==> config.mk <==
export PLATFORM = sky130hd
export DESIGN_NAME = sensor_feature_extractor
export DESIGN_NICKNAME = d
export VERILOG_FILES = /design/src/design/sfe_pkg.sv /design/src/design/sfe_divider.sv /design/src/design/sensor_feature_extractor.sv
export SDC_FILE = /design/constraint.sdc
export NUM_CORES = 2
export LEC_CHECK = 0
export ABC_AREA = 1
export BUFFER_PORTS_ARGS = -buffer_cell sky130_fd_sc_hd__clkbuf_2
export CORE_ASPECT_RATIO = 1.4
export CORE_MARGIN = 1
export CORE_UTILIZATION = 45
export CTS_BUF_LIST = sky130_fd_sc_hd__clkbuf_4
export CTS_CLUSTER_DIAMETER = 200
export DETAILED_ROUTE_END_ITERATION = 6
export SLEW_MARGIN = 0
export SYNTH_ARGS = -nofsm -noshare
export SYNTH_HDL_FRONTEND = slang
export SYNTH_SLANG_ARGS = --single-unit
==> constraint.sdc <==
create_clock -name clk -period 12.4 [get_ports clk]
set_clock_uncertainty 0.2 [all_clocks]
set_input_delay 1.86 -clock clk [delete_from_list [all_inputs] [get_ports clk]]
set_output_delay 1.86 -clock clk [all_outputs]
set_load 0.005 [all_outputs]
==> src/design/sfe_pkg.sv <==
`timescale 1ns / 1ps
// ---------------------------------------------------------------------------
// sfe_pkg
// types, constants and register codes shared by the feature extractor
// ---------------------------------------------------------------------------
package sfe_pkg;

  localparam int WindowDepth = 5;
  localparam int SlotW = $clog2(WindowDepth);
  localparam int CountW = $clog2(WindowDepth + 1);
  localparam int AddrW = 5;

  localparam logic [AddrW-3:0] REG_RAW_MODE = 3'd0;
  localparam logic [AddrW-3:0] REG_TEMP_BOUNDS = 3'd1;
  localparam logic [AddrW-3:0] REG_HUM_BOUNDS = 3'd2;
  localparam logic [AddrW-3:0] REG_DTEMP_BOUNDS = 3'd3;
  localparam logic [AddrW-3:0] REG_DHUM_BOUNDS = 3'd4;
  localparam logic [AddrW-3:0] REG_MEAN_BOUNDS = 3'd5;
  localparam logic [AddrW-3:0] REG_SDEV_BOUNDS = 3'd6;

  localparam logic [31:0] TEMP_BOUNDS_RST = 32'd382600668;
  localparam logic [31:0] HUM_BOUNDS_RST = 32'd622592566;
  localparam logic [31:0] DTEMP_BOUNDS_RST = 32'd90241688;
  localparam logic [31:0] DHUM_BOUNDS_RST = 32'd221639300;
  localparam logic [31:0] MEAN_BOUNDS_RST = 32'd378471937;
  localparam logic [31:0] SDEV_BOUNDS_RST = 32'd112001024;

  typedef enum logic [3:0] {
    ST_IDLE,
    ST_ACC,
    ST_VAR,
    ST_DIV_MEAN,
    ST_DIV_VAR,
    ST_SQRT,
    ST_SCALE_SETUP,
    ST_SCALE_DIV,
    ST_SCALE_DONE,
    ST_OUT
  } state_t;

  typedef struct packed {
    logic start;
    logic [40:0] num;
    logic [40:0] den;
  } div_req_t;

  typedef struct packed {
    logic done;
    logic [40:0] quo;
    logic [40:0] rem;
  } div_rsp_t;

endpackage

==> src/design/sfe_divider.sv <==
`timescale 1ns / 1ps
// ---------------------------------------------------------------------------
// sfe_divider
// shared restoring divider, one quotient bit per cycle, unsigned
// ---------------------------------------------------------------------------
module sfe_divider import sfe_pkg::*; (
  input  logic     clk,
  input  logic     rst,
  input  div_req_t req,
  output div_rsp_t rsp
);

  logic [40:0] quo;
  logic [40:0] rem;
  logic [40:0] den;
  logic [5:0] cnt;
  logic busy;
  logic done;
  logic [41:0] trial;

  assign trial = {rem, quo[40]} - {1'b0, den};

  always_ff @(posedge clk) begin
    if (rst) begin
      busy <= 1'b0;
      cnt <= '0;
      done <= 1'b0;
    end else begin
      done <= 1'b0;
      if (req.start) begin
        busy <= 1'b1;
        cnt <= 6'd41;
        quo <= req.num;
        rem <= '0;
        den <= req.den;
      end else if (busy) begin
        if (!trial[41]) begin
          rem <= trial[40:0];
          quo <= {quo[39:0], 1'b1};
        end else begin
          rem <= {rem[39:0], quo[40]};
          quo <= {quo[39:0], 1'b0};
        end
        cnt <= cnt - 6'd1;
        if (cnt == 6'd1) begin
          busy <= 1'b0;
          done <= 1'b1;
        end
      end
    end
  end

  assign rsp = '{done: done, quo: quo, rem: rem};

endmodule

==> src/design/sensor_feature_extractor.sv <==
`timescale 1ns / 1ps
// ---------------------------------------------------------------------------
// sensor_feature_extractor
// rolling mean, deviation and min-max scaling of temperature and humidity
// ---------------------------------------------------------------------------
// flow: accumulate the filled window entries (1 to 5), form n*sumsq - sum^2, divide for
// mean and variance, take the square root, then scale each feature by a division;
// a feature with empty bounds skips its division; up to eight divisions share the divider
// a new item is taken only once the previous result has been accepted
// raw mode: result valid in the cycle after the item is taken
// reset: synchronous, clears control state, history and registers to defaults
// ---------------------------------------------------------------------------
module sensor_feature_extractor import sfe_pkg::*; (
  input  logic              clk,
  input  logic              rst,
  input  logic              s_tvalid,
  output logic              s_tready,
  input  logic [31:0]       s_tdata,   // temperature[14:0], humidity[28:15], zero pad
  output logic              m_tvalid,
  input  logic              m_tready,
  output logic [95:0]       m_tdata,   // norm_temperature, norm_humidity, norm_delta_temp,
                                       // norm_delta_humidity, norm_mean_temp,
                                       // norm_stddev_temp, 16 bits each
  input  logic              psel,
  input  logic              penable,
  input  logic              pwrite,
  input  logic [AddrW-1:0]  paddr,
  input  logic [31:0]       pwdata,
  output logic [31:0]       prdata,
  output logic              pready
);

  logic raw_mode;
  logic [31:0] bounds [6];
  logic signed [15:0] window [WindowDepth];
  logic [SlotW-1:0] write_slot;
  logic [CountW-1:0] filled_count;
  logic signed [15:0] prev_temperature;
  logic signed [15:0] prev_humidity;
  logic have_previous;

  state_t state, state_next;
  logic signed [15:0] t_in, h_in;
  logic signed [40:0] acc_sum;
  logic [40:0] acc_sq;
  logic [CountW-1:0] idx;
  logic signed [17:0] mul_a;
  logic signed [35:0] mul_p;
  logic [33:0] n_sumsq;
  logic [2*CountW-1:0] n_sq;
  logic signed [40:0] mean;
  logic [40:0] sq_x, sq_r, sq_bit;
  logic [2:0] feat;
  logic signed [16:0] feat_v [6];
  logic signed [15:0] res [6];
  logic neg;
  logic signed [40:0] snum;
  logic [40:0] sden;
  logic raw_out;
  div_req_t dreq;
  div_rsp_t drsp;

  logic cfg_wr;
  logic [AddrW-3:0] reg_idx;
  assign pready = 1'b1;
  assign cfg_wr = psel && penable && pwrite;
  assign reg_idx = paddr[AddrW-1:2];

  always_ff @(posedge clk) begin
    if (rst) begin
      raw_mode <= 1'b0;
      bounds[0] <= TEMP_BOUNDS_RST;
      bounds[1] <= HUM_BOUNDS_RST;
      bounds[2] <= DTEMP_BOUNDS_RST;
      bounds[3] <= DHUM_BOUNDS_RST;
      bounds[4] <= MEAN_BOUNDS_RST;
      bounds[5] <= SDEV_BOUNDS_RST;
    end else if (cfg_wr) begin
      unique case (reg_idx)
        REG_RAW_MODE: raw_mode <= pwdata[0];
        REG_TEMP_BOUNDS: bounds[0] <= pwdata;
        REG_HUM_BOUNDS: bounds[1] <= pwdata;
        REG_DTEMP_BOUNDS: bounds[2] <= pwdata;
        REG_DHUM_BOUNDS: bounds[3] <= pwdata;
        REG_MEAN_BOUNDS: bounds[4] <= pwdata;
        REG_SDEV_BOUNDS: bounds[5] <= pwdata;
        default: ;
      endcase
    end
  end

  always_comb begin
    unique case (reg_idx)
      REG_RAW_MODE: prdata = {31'd0, raw_mode};
      REG_TEMP_BOUNDS: prdata = bounds[0];
      REG_HUM_BOUNDS: prdata = bounds[1];
      REG_DTEMP_BOUNDS: prdata = bounds[2];
      REG_DHUM_BOUNDS: prdata = bounds[3];
      REG_MEAN_BOUNDS: prdata = bounds[4];
      REG_SDEV_BOUNDS: prdata = bounds[5];
      default: prdata = '0;
    endcase
  end

  sfe_divider u_div (
    .clk (clk),
    .rst (rst),
    .req (dreq),
    .rsp (drsp)
  );

  assign s_tready = (state == ST_IDLE) && !m_tvalid;

  // shared squarer operand
  always_comb begin
    mul_a = '0;
    if (idx < CountW'(WindowDepth)) begin
      mul_a = 18'(window[idx[SlotW-1:0]]);
    end
    if (state == ST_VAR) begin
      mul_a = acc_sum[17:0];
    end
  end
  assign mul_p = mul_a * mul_a;
  assign n_sumsq = acc_sq[30:0] * filled_count;
  assign n_sq = filled_count * filled_count;

  logic signed [15:0] b_lo, b_hi;
  assign b_lo = bounds[feat][15:0];
  assign b_hi = bounds[feat][31:16];

  always_comb begin
    state_next = state;
    unique case (state)
      ST_IDLE: if (s_tvalid && s_tready && !raw_mode) state_next = ST_ACC;
      ST_ACC: if (idx == filled_count - CountW'(1)) state_next = ST_VAR;
      ST_VAR: state_next = ST_DIV_MEAN;
      ST_DIV_MEAN: if (drsp.done) state_next = ST_DIV_VAR;
      ST_DIV_VAR: if (drsp.done) state_next = ST_SQRT;
      ST_SQRT: if (sq_bit == '0) state_next = ST_SCALE_SETUP;
      ST_SCALE_SETUP: state_next = (b_hi <= b_lo) ? ST_SCALE_DONE : ST_SCALE_DIV;
      ST_SCALE_DIV: if (drsp.done) state_next = ST_SCALE_DONE;
      ST_SCALE_DONE: state_next = (feat == 3'd5) ? ST_OUT : ST_SCALE_SETUP;
      ST_OUT: state_next = ST_IDLE;
      default: state_next = ST_IDLE;
    endcase
  end

  always_comb begin
    dreq = '0;
    if (state == ST_VAR) begin
      dreq.start = 1'b1;
      dreq.num = acc_sum[40] ? 41'(-acc_sum) : 41'(acc_sum);
      dreq.den = 41'(filled_count);
    end else if (state == ST_DIV_MEAN && drsp.done) begin
      dreq.start = 1'b1;
      dreq.num = acc_sq[40] ? '0 : acc_sq;
      dreq.den = 41'(n_sq);
    end else if (state == ST_SCALE_SETUP && !(b_hi <= b_lo)) begin
      dreq.start = 1'b1;
      dreq.num = snum[40] ? 41'(-snum) : 41'(snum);
      dreq.den = sden;
    end
  end

  assign snum = (41'(feat_v[feat]) - 41'(b_lo)) <<< 12;
  assign sden = 41'(17'(b_hi) - 17'(b_lo));
  assign neg = snum[40];

  always_ff @(posedge clk) begin
    if (rst) begin
      state <= ST_IDLE;
      m_tvalid <= 1'b0;
      write_slot <= '0;
      filled_count <= '0;
      prev_temperature <= '0;
      prev_humidity <= '0;
      have_previous <= 1'b0;
      raw_out <= 1'b0;
    end else begin
      state <= state_next;
      if (m_tvalid && m_tready) m_tvalid <= 1'b0;
      unique case (state)
        ST_IDLE: begin
          if (s_tvalid && s_tready) begin
            t_in <= 16'(signed'(s_tdata[14:0]));
            h_in <= {2'b00, s_tdata[28:15]};
            idx <= '0;
            acc_sum <= '0;
            acc_sq <= '0;
            if (raw_mode) begin
              res[0] <= 16'(signed'(s_tdata[14:0]));
              res[1] <= {2'b00, s_tdata[28:15]};
              for (int i = 2; i < 6; i++) res[i] <= '0;
              m_tvalid <= 1'b1;
            end else begin
              window[write_slot] <= 16'(signed'(s_tdata[14:0]));
              write_slot <= (write_slot == SlotW'(WindowDepth - 1)) ? '0
                                                                     : write_slot + SlotW'(1);
              if (filled_count < CountW'(WindowDepth))
                filled_count <= filled_count + CountW'(1);
              feat_v[2] <= have_previous ?
                17'(signed'(s_tdata[14:0])) - 17'(prev_temperature) : '0;
              feat_v[3] <= have_previous ?
                17'({3'b000, s_tdata[28:15]}) - 17'(prev_humidity) : '0;
              prev_temperature <= 16'(signed'(s_tdata[14:0]));
              prev_humidity <= {2'b00, s_tdata[28:15]};
              have_previous <= 1'b1;
            end
          end
        end
        ST_ACC: begin
          acc_sum <= acc_sum + 41'(mul_a);
          acc_sq <= acc_sq + 41'(mul_p);
          idx <= idx + CountW'(1);
        end
        ST_VAR: begin
          // n*sumsq - sum^2, sum squared on the shared squarer
          acc_sq <= 41'(n_sumsq) - 41'(mul_p);
        end
        ST_DIV_MEAN: begin
          if (drsp.done) mean <= acc_sum[40] ? -41'(drsp.quo) : 41'(drsp.quo);
        end
        ST_DIV_VAR: begin
          if (drsp.done) begin
            sq_x <= drsp.quo;
            sq_r <= '0;
            sq_bit <= 41'(1) << 40;
          end
        end
        ST_SQRT: begin
          if (sq_bit > sq_x && sq_r == '0) begin
            sq_bit <= sq_bit >> 2;
          end else if (sq_bit != '0) begin
            if (sq_x >= sq_r + sq_bit) begin
              sq_x <= sq_x - (sq_r + sq_bit);
              sq_r <= (sq_r >> 1) + sq_bit;
            end else begin
              sq_r <= sq_r >> 1;
            end
            sq_bit <= sq_bit >> 2;
          end
          if (sq_bit == '0) begin
            feat_v[0] <= 17'(t_in);
            feat_v[1] <= 17'(h_in);
            feat_v[4] <= 17'(mean);
            feat_v[5] <= 17'(sq_r);
            feat <= '0;
          end
        end
        ST_SCALE_SETUP: begin
          raw_out <= neg;
          if (b_hi <= b_lo) res[feat] <= '0;
        end
        ST_SCALE_DIV: begin
          if (drsp.done) begin
            logic signed [41:0] q;
            q = raw_out ? -(42'(drsp.quo) + ((drsp.rem != '0) ? 42'd1 : 42'd0))
                        : 42'(drsp.quo);
            if (q > 42'sd32767) res[feat] <= 16'sh7fff;
            else if (q < -42'sd32768) res[feat] <= 16'sh8000;
            else res[feat] <= q[15:0];
          end
        end
        ST_SCALE_DONE: feat <= feat + 3'd1;
        ST_OUT: m_tvalid <= 1'b1;
        default: ;
      endcase
    end
  end

  assign m_tdata = {res[5], res[4], res[3], res[2], res[1], res[0]};

endmodule

# Word level (Yosys, flattened, before mapping)
# Memory sizes are Yosys's and may differ from the RTL's. A register that Yosys moved wholly into a read port is not among the register bits.
# Cells that the tools add are included.
# Widths: inputs -> output; s select.
[word_totals]
reg_bits = 431
latch_bits = 0
mem_bits_rw = 470
rom_bits = 0
in_bits = 76
output_inout_bits = 131
word_cells = 292
mem_count = 4
[classes]
n_addsub = 22
n_mul = 3
div = 0
order_cmp = 7
n_eq_ne = 30
n_shift = 0
n_mux = 142
n_bitwise = 13
reduce_logical = 43
[mem_list]
columns = ["memory", "words", "width", "read_ports", "rd_clocked_by_memory_dff", "wr", "line", "text"]
rows = [
  ["bounds", 6, 32, 7, 1, 6, "sensor_feature_extractor.sv:34", "logic [31:0] bounds [6];"],
  ["feat_v", 6, 17, 1, 1, 4, "sensor_feature_extractor.sv:54", "logic signed [16:0] feat_v [6];"],
  ["res", 6, 16, 6, 0, 6, "sensor_feature_extractor.sv:55", "logic signed [15:0] res [6];"],
  ["window", 5, 16, 1, 1, 1, "sensor_feature_extractor.sv:35", "logic signed [15:0] window [WindowDepth];"],
]
[op_table]
columns = ["op", "n"]
rows = [
  ["$mux 41", 18],
  ["$pmux 41 s2", 4],
  ["$mux 83", 3],
  ["$pmux 32 s7", 1],
  ["$mux 32", 6],
  ["$pmux 41 s3", 1],
  ["$mux 17", 5],
  ["$add 41x41->41", 2],
  ["$logic_not 41->1", 2],
  ["$neg 41->41", 2],
  ["$reduce_bool 41->1", 2],
  ["$mux 1", 73],
  ["$mux 16", 4],
  ["$add 41x1->42", 1],
  ["$gt 42x16->1 const B", 1],
  ["$lt 42x16->1 const B", 1],
  ["$mux 42", 1],
  ["$neg 42->42", 1],
  ["$sub 42x41->42", 1],
  ["$add 40x41->41", 1],
  ["$add 41x18->41", 1],
  ["$ge 41x41->1", 1],
  ["$gt 41x41->1", 1],
  ["$sub 41x41->41", 1],
  ["other kinds (51)", 126],
]

# Longest topological paths before layout
[depth]
word_depth = 16
depth_mapped = 51
mapped_depth_nobuf = 50

# Hierarchy
# Synthesis repeated with hierarchy kept, for this count alone.
[hier_totals]
cells_unflattened = 9432
hier_area_um2 = 74207.4
[modules_own_cells]
columns = ["module", "instances", "cells_per_inst", "area_each_um2", "seq_area_each_um2"]
rows = [
  ["sensor_feature_extractor", 1, 8224, 65412.7, 21820.9],
  ["sfe_divider", 1, 1208, 8794.7, 3853.7],
]

# Worst setup path before layout
# OpenSTA, ideal clock, no wires.
[synth_path]
path_kind = "reg2reg"
startpoint = "register state[3]"
endpoint = "register acc_sq[37] (data pin)"
setup_time_ns = 0.258
arrival_time_ns = 8.559
t_required_ns = 11.942
path_slack_ns = 3.383
stages_incl_launch_ff = 35
path_buffers = 1
synth_period_minus_slack_ns = 9.017
cell_sequence = "dfxtp_1 nor2_1 nand2_1 nor2_2 inv_1 buf_2 o21ai_1 clkinv_1 nand2_1 fa_1 inv_1 fa_1 inv_1 fa_1 fa_1 fa_1 fa_1 inv_1 ha_1 a21o_1 a221oi_1 o21ai_1 xor2_1 inv_1 ha_1 nand2_1 nor2_1 inv_1 nor2_1 nand3_1 o21ai_0 a21oi_1 or2_2 nand3_1 nand2_1"
[synth_between]
elab_chain_len = 5
word_cells_on_any_way = 8
classes_between = "2 x add/sub; 1 x mul; 2 x eq/ne; 2 x mux; 1 x reduce/logical"
[synth_rtl]
columns = ["item", "line", "text"]
rows = [
  ["start: declaration", "sensor_feature_extractor.sv:42", "state_t state, state_next;"],
  ["start signal: assignment", "sensor_feature_extractor.sv:181", "state <= state_next;"],
  ["$eq 4x2->1", "sensor_feature_extractor.sv:120, sensor_feature_extractor.sv:183", ""],
  ["$mux 18", "sensor_feature_extractor.sv:120", "if (state == ST_VAR) begin"],
  ["$mul 18x18->36", "sensor_feature_extractor.sv:124", "assign mul_p = mul_a * mul_a;"],
  ["$add 41x41->41 / $sub 35x36->37 (equally long branches)", "sensor_feature_extractor.sv:214, sensor_feature_extractor.sv:219", ""],
  ["$pmux 41 s3 *", "sensor_feature_extractor.sv:183", "unique case (state)"],
  ["end signal: assignment", "sensor_feature_extractor.sv:214", "acc_sq <= acc_sq + 41'(mul_p);"],
  ["end signal: assignment", "sensor_feature_extractor.sv:219", "acc_sq <= 41'(n_sumsq) - 41'(mul_p);"],
  ["end: declaration", "sensor_feature_extractor.sv:45", "logic [40:0] acc_sq;"],
]
# Mark *: on every way between the ends. The rest lies on a longest branch, timed or not.
# A chain may end at the register's enable or synchronous reset.

# Final worst setup path
[layout_path]
startpoint = "register state[3]"
endpoint = "register acc_sq[38] (data pin)"
# Same word-level chain as after synthesis.

==> impl_metrics.json <==
{
  "path_common_cell": "inv_1",
  "synth_seq_cells": 850,
  "yosys.area_share.simple_pct": 19.1,
  "htree_levels": 4,
  "synth_compound_area_share_pct": 15.3,
  "vias_per_cell": 5.55,
  "status": "completed",
  "cts-hold-fix-buffers": 0,
  "finalWorstSetupSlack_ps": 920,
  "syn2layout_area_growth_pct": 8.97,
  "syn-num-nets": 9990,
  "max_freq_mhz": 87.1,
  "syn_area_um2": 72600,
  "grtUsageTotal_pct": 30.9,
  "critPathKind": "reg -> reg",
  "path_max_fanout": 23,
  "cp_top_family": "adder cells",
  "clockBufferDepth": 3,
  "ys.flop_type": "edfxtp_1",
  "syn_inst": 9052,
  "rr_worst_depth": 44,
  "post-route-drc-count": 0,
  "final_max_slew_viol_count": 0,
  "post_cts_resized": 0,
  "tightest_slew_ps": 1250,
  "start_kind": "register",
  "synth_adder_area_share_pct": 18.3,
  "postSynthAreaPerCell_um2": 8.02,
  "core_area_um2": 160000,
  "grt_max_degree": 83,
  "dp_hpwl_um": 197000,
  "hp-class": "reg -> reg",
  "routed-via-count": 64600,
  "async_flop_share_pct": 0,
  "wl_per_cell_um": 21.7,
  "post-place-ws_ps": 988,
  "drt_iter0_drc": 4502,
  "io_buffer_count": 200,
  "initial_utilization_pct": 45.3,
  "drv_cap": 0,
  "antenna_found_initial": 16,
  "globalplace.congestion": 1.01,
  "ys_seq_area_share_pct": 34.4,
  "cts_tree": "yes",
  "yosysWarnings": 0,
  "dr.pass1.iters": 6,
  "synth_top_family_by_area": "simple AND/OR/NAND/NOR gates",
  "synth_top_area_share_pct": 32.8,
  "fp.dieH_um": 477,
  "holdPathStages": 0,
  "end_kind": "register",
  "grt_pass1_wl_um": 382000,
  "synth.distinct_cells": 79,
  "synth_edf_count": 793,
  "cp_num_buf_inv": 10,
  "worst_ep_required_time_ps": 13180,
  "period_share_pct": 92.6,
  "fp-row-count": 174,
  "grt_pass1_vias": 65800,
  "overflow": 0,
  "synth_top_cell_by_area": "edfxtp_1",
  "placed_area_um2": 76300,
  "die_area_um2": 163000,
  "die_width_um": 342,
  "cts.sinks": 850,
  "drive_above_1_share_pct": 8.78,
  "rsz0062_at_grt": "no",
  "setup_viol": 0,
  "cp_slowest_cell": "a31oi_1",
  "synth_area_leaders": "edfxtp_1, nand2_1, fa_1",
  "path_clk_slew_ps": 70,
  "wirelength_um": 253000,
  "timing.hold.ws_ps": 209,
  "final_hold_viol_count": 0,
  "finalNetCount": 10300,
  "clk_latency_ps": 1270,
  "crit_cells": 44,
  "io_pins": 207,
  "stdcell_area_um2": 79100,
  "synth_xor_area_share_pct": 3.54,
  "final_common_cell": "nand2_1",
  "clock-root-buffer": "clkbuf_4",
  "post-cts-setup-buffers": 0,
  "cp_slowest_stage_delay_ps": 740,
  "finalSetupTns_ps": 0,
  "layout_common_cells": "nand2_1, inv_1, nor2_1",
  "slew_headroom_pct": 16.6,
  "critPathArrivalTime_ps": 12260,
  "muxShareOfSynthArea_pct": 0.207,
  "finalCriticalPeriod_ps": 11480,
  "drtAntennaViolNets": 0,
  "cts_buffers": 215
}
-- final timing paths --
check	startpoint	endpoint	slack, ps
max	state[3]	acc_sq[38]	920
min reg2reg	h_in[1]	feat_v[1][1]	210
max reg2reg	state[3]	acc_sq[38]	920
min	h_in[1]	feat_v[1][1]	210
-- cell usage after synthesis, drive strengths merged, types with 7 or more instances --
master and n:
and3 10, o22ai 66, a22o 12, o21bai 28, buf 45, a21o 24
o211ai 37, a211oi 29, a21oi 728, nand4 92, a21boi 18, clkinv 12
dfxtp 57, inv 1494, o21a 62, xnor2 115, nand3 264, clkbuf 191
nand3b 14, nand2 1845, nor2 957, mux2i 15, a22oi 19, fa 338
a32o 18, ha 524, nor4 41, edfxtp 793, o2111ai 30, o221ai 39
nor3 115, o21ai 651, or2 38, o31ai 20, a31oi 62, a221oi 34
xor2 178, a31o 7
-- logic make-up (layout without fill, tap and decap cells) --
kind of cell,after synthesis,count (layout)
AOI/OAI and AO/OA,1903,1903
xor gates and xnor gates,293,293
adders and majority gates,862,862
buffers and inverters,1742,2198
DFF,850,850
muxes,15,15
other,1,13
and+or+nand+nor,3386,3386
-- per-stage QoR --
step                instances  util (%)
global placement        11200      47.6
floorplan                9052         -
detailed placement      11200      47.6
CTS                     11600      49.3
global route            11600      49.3
finish                  11600      49.3
-- worst register-to-register path, delay by kind of cell, from the launching register on --
kind / cells / cell delay, ps
buf+inv: 10 / 1500
compound gates: 10 / 3020
xor+xnor: 1 / 640
fa+ha+maj: 8 / 3290
flops: 1 / 420
simple gates: 15 / 2200
-- layer usage --
metal | share of wire (%) | global-route usage [%]
met1 | 36 | 34.0
met2 | 51 | 55.6
met3 | 5.4 | 3.69
met4 | 7.4 | 20.6
met5 | 0.015 | 0
-- state kept, by name (all words and copies together), names as in the netlist, 15 cells and up, named ones only --
| signal | cells |
|---|---|
| sq_bit | 21 |
| res | 96 |
| window | 75 |
| u_div.quo | 41 |
| t_in | 15 |
| feat_v | 94 |
| acc_sq | 41 |
| sq_r | 41 |
| bounds | 192 |
| prev_temperature | 15 |
| acc_sum | 41 |
| mean | 17 |
| u_div.rem | 41 |
| u_div.den | 17 |
| sq_x | 41 |
-- area by class of cell --
cell class | count | area (um^2)
Timing Repair Buffer | 303 | 1770
Tap cell | 2112 | 2640
Fill cell | 15800 | 81300
Multi-Input combinational cell | 6460 | 41300
Clock inverter | 87 | 510
Sequential cell | 850 | 25000
Antenna cell | 12 | 30.0
Inverter | 1506 | 5660
Clock buffer | 302 | 2270
Power is not shown: default switching activity piles up to over one toggle a cycle in this logic, so the estimate is an artifact.
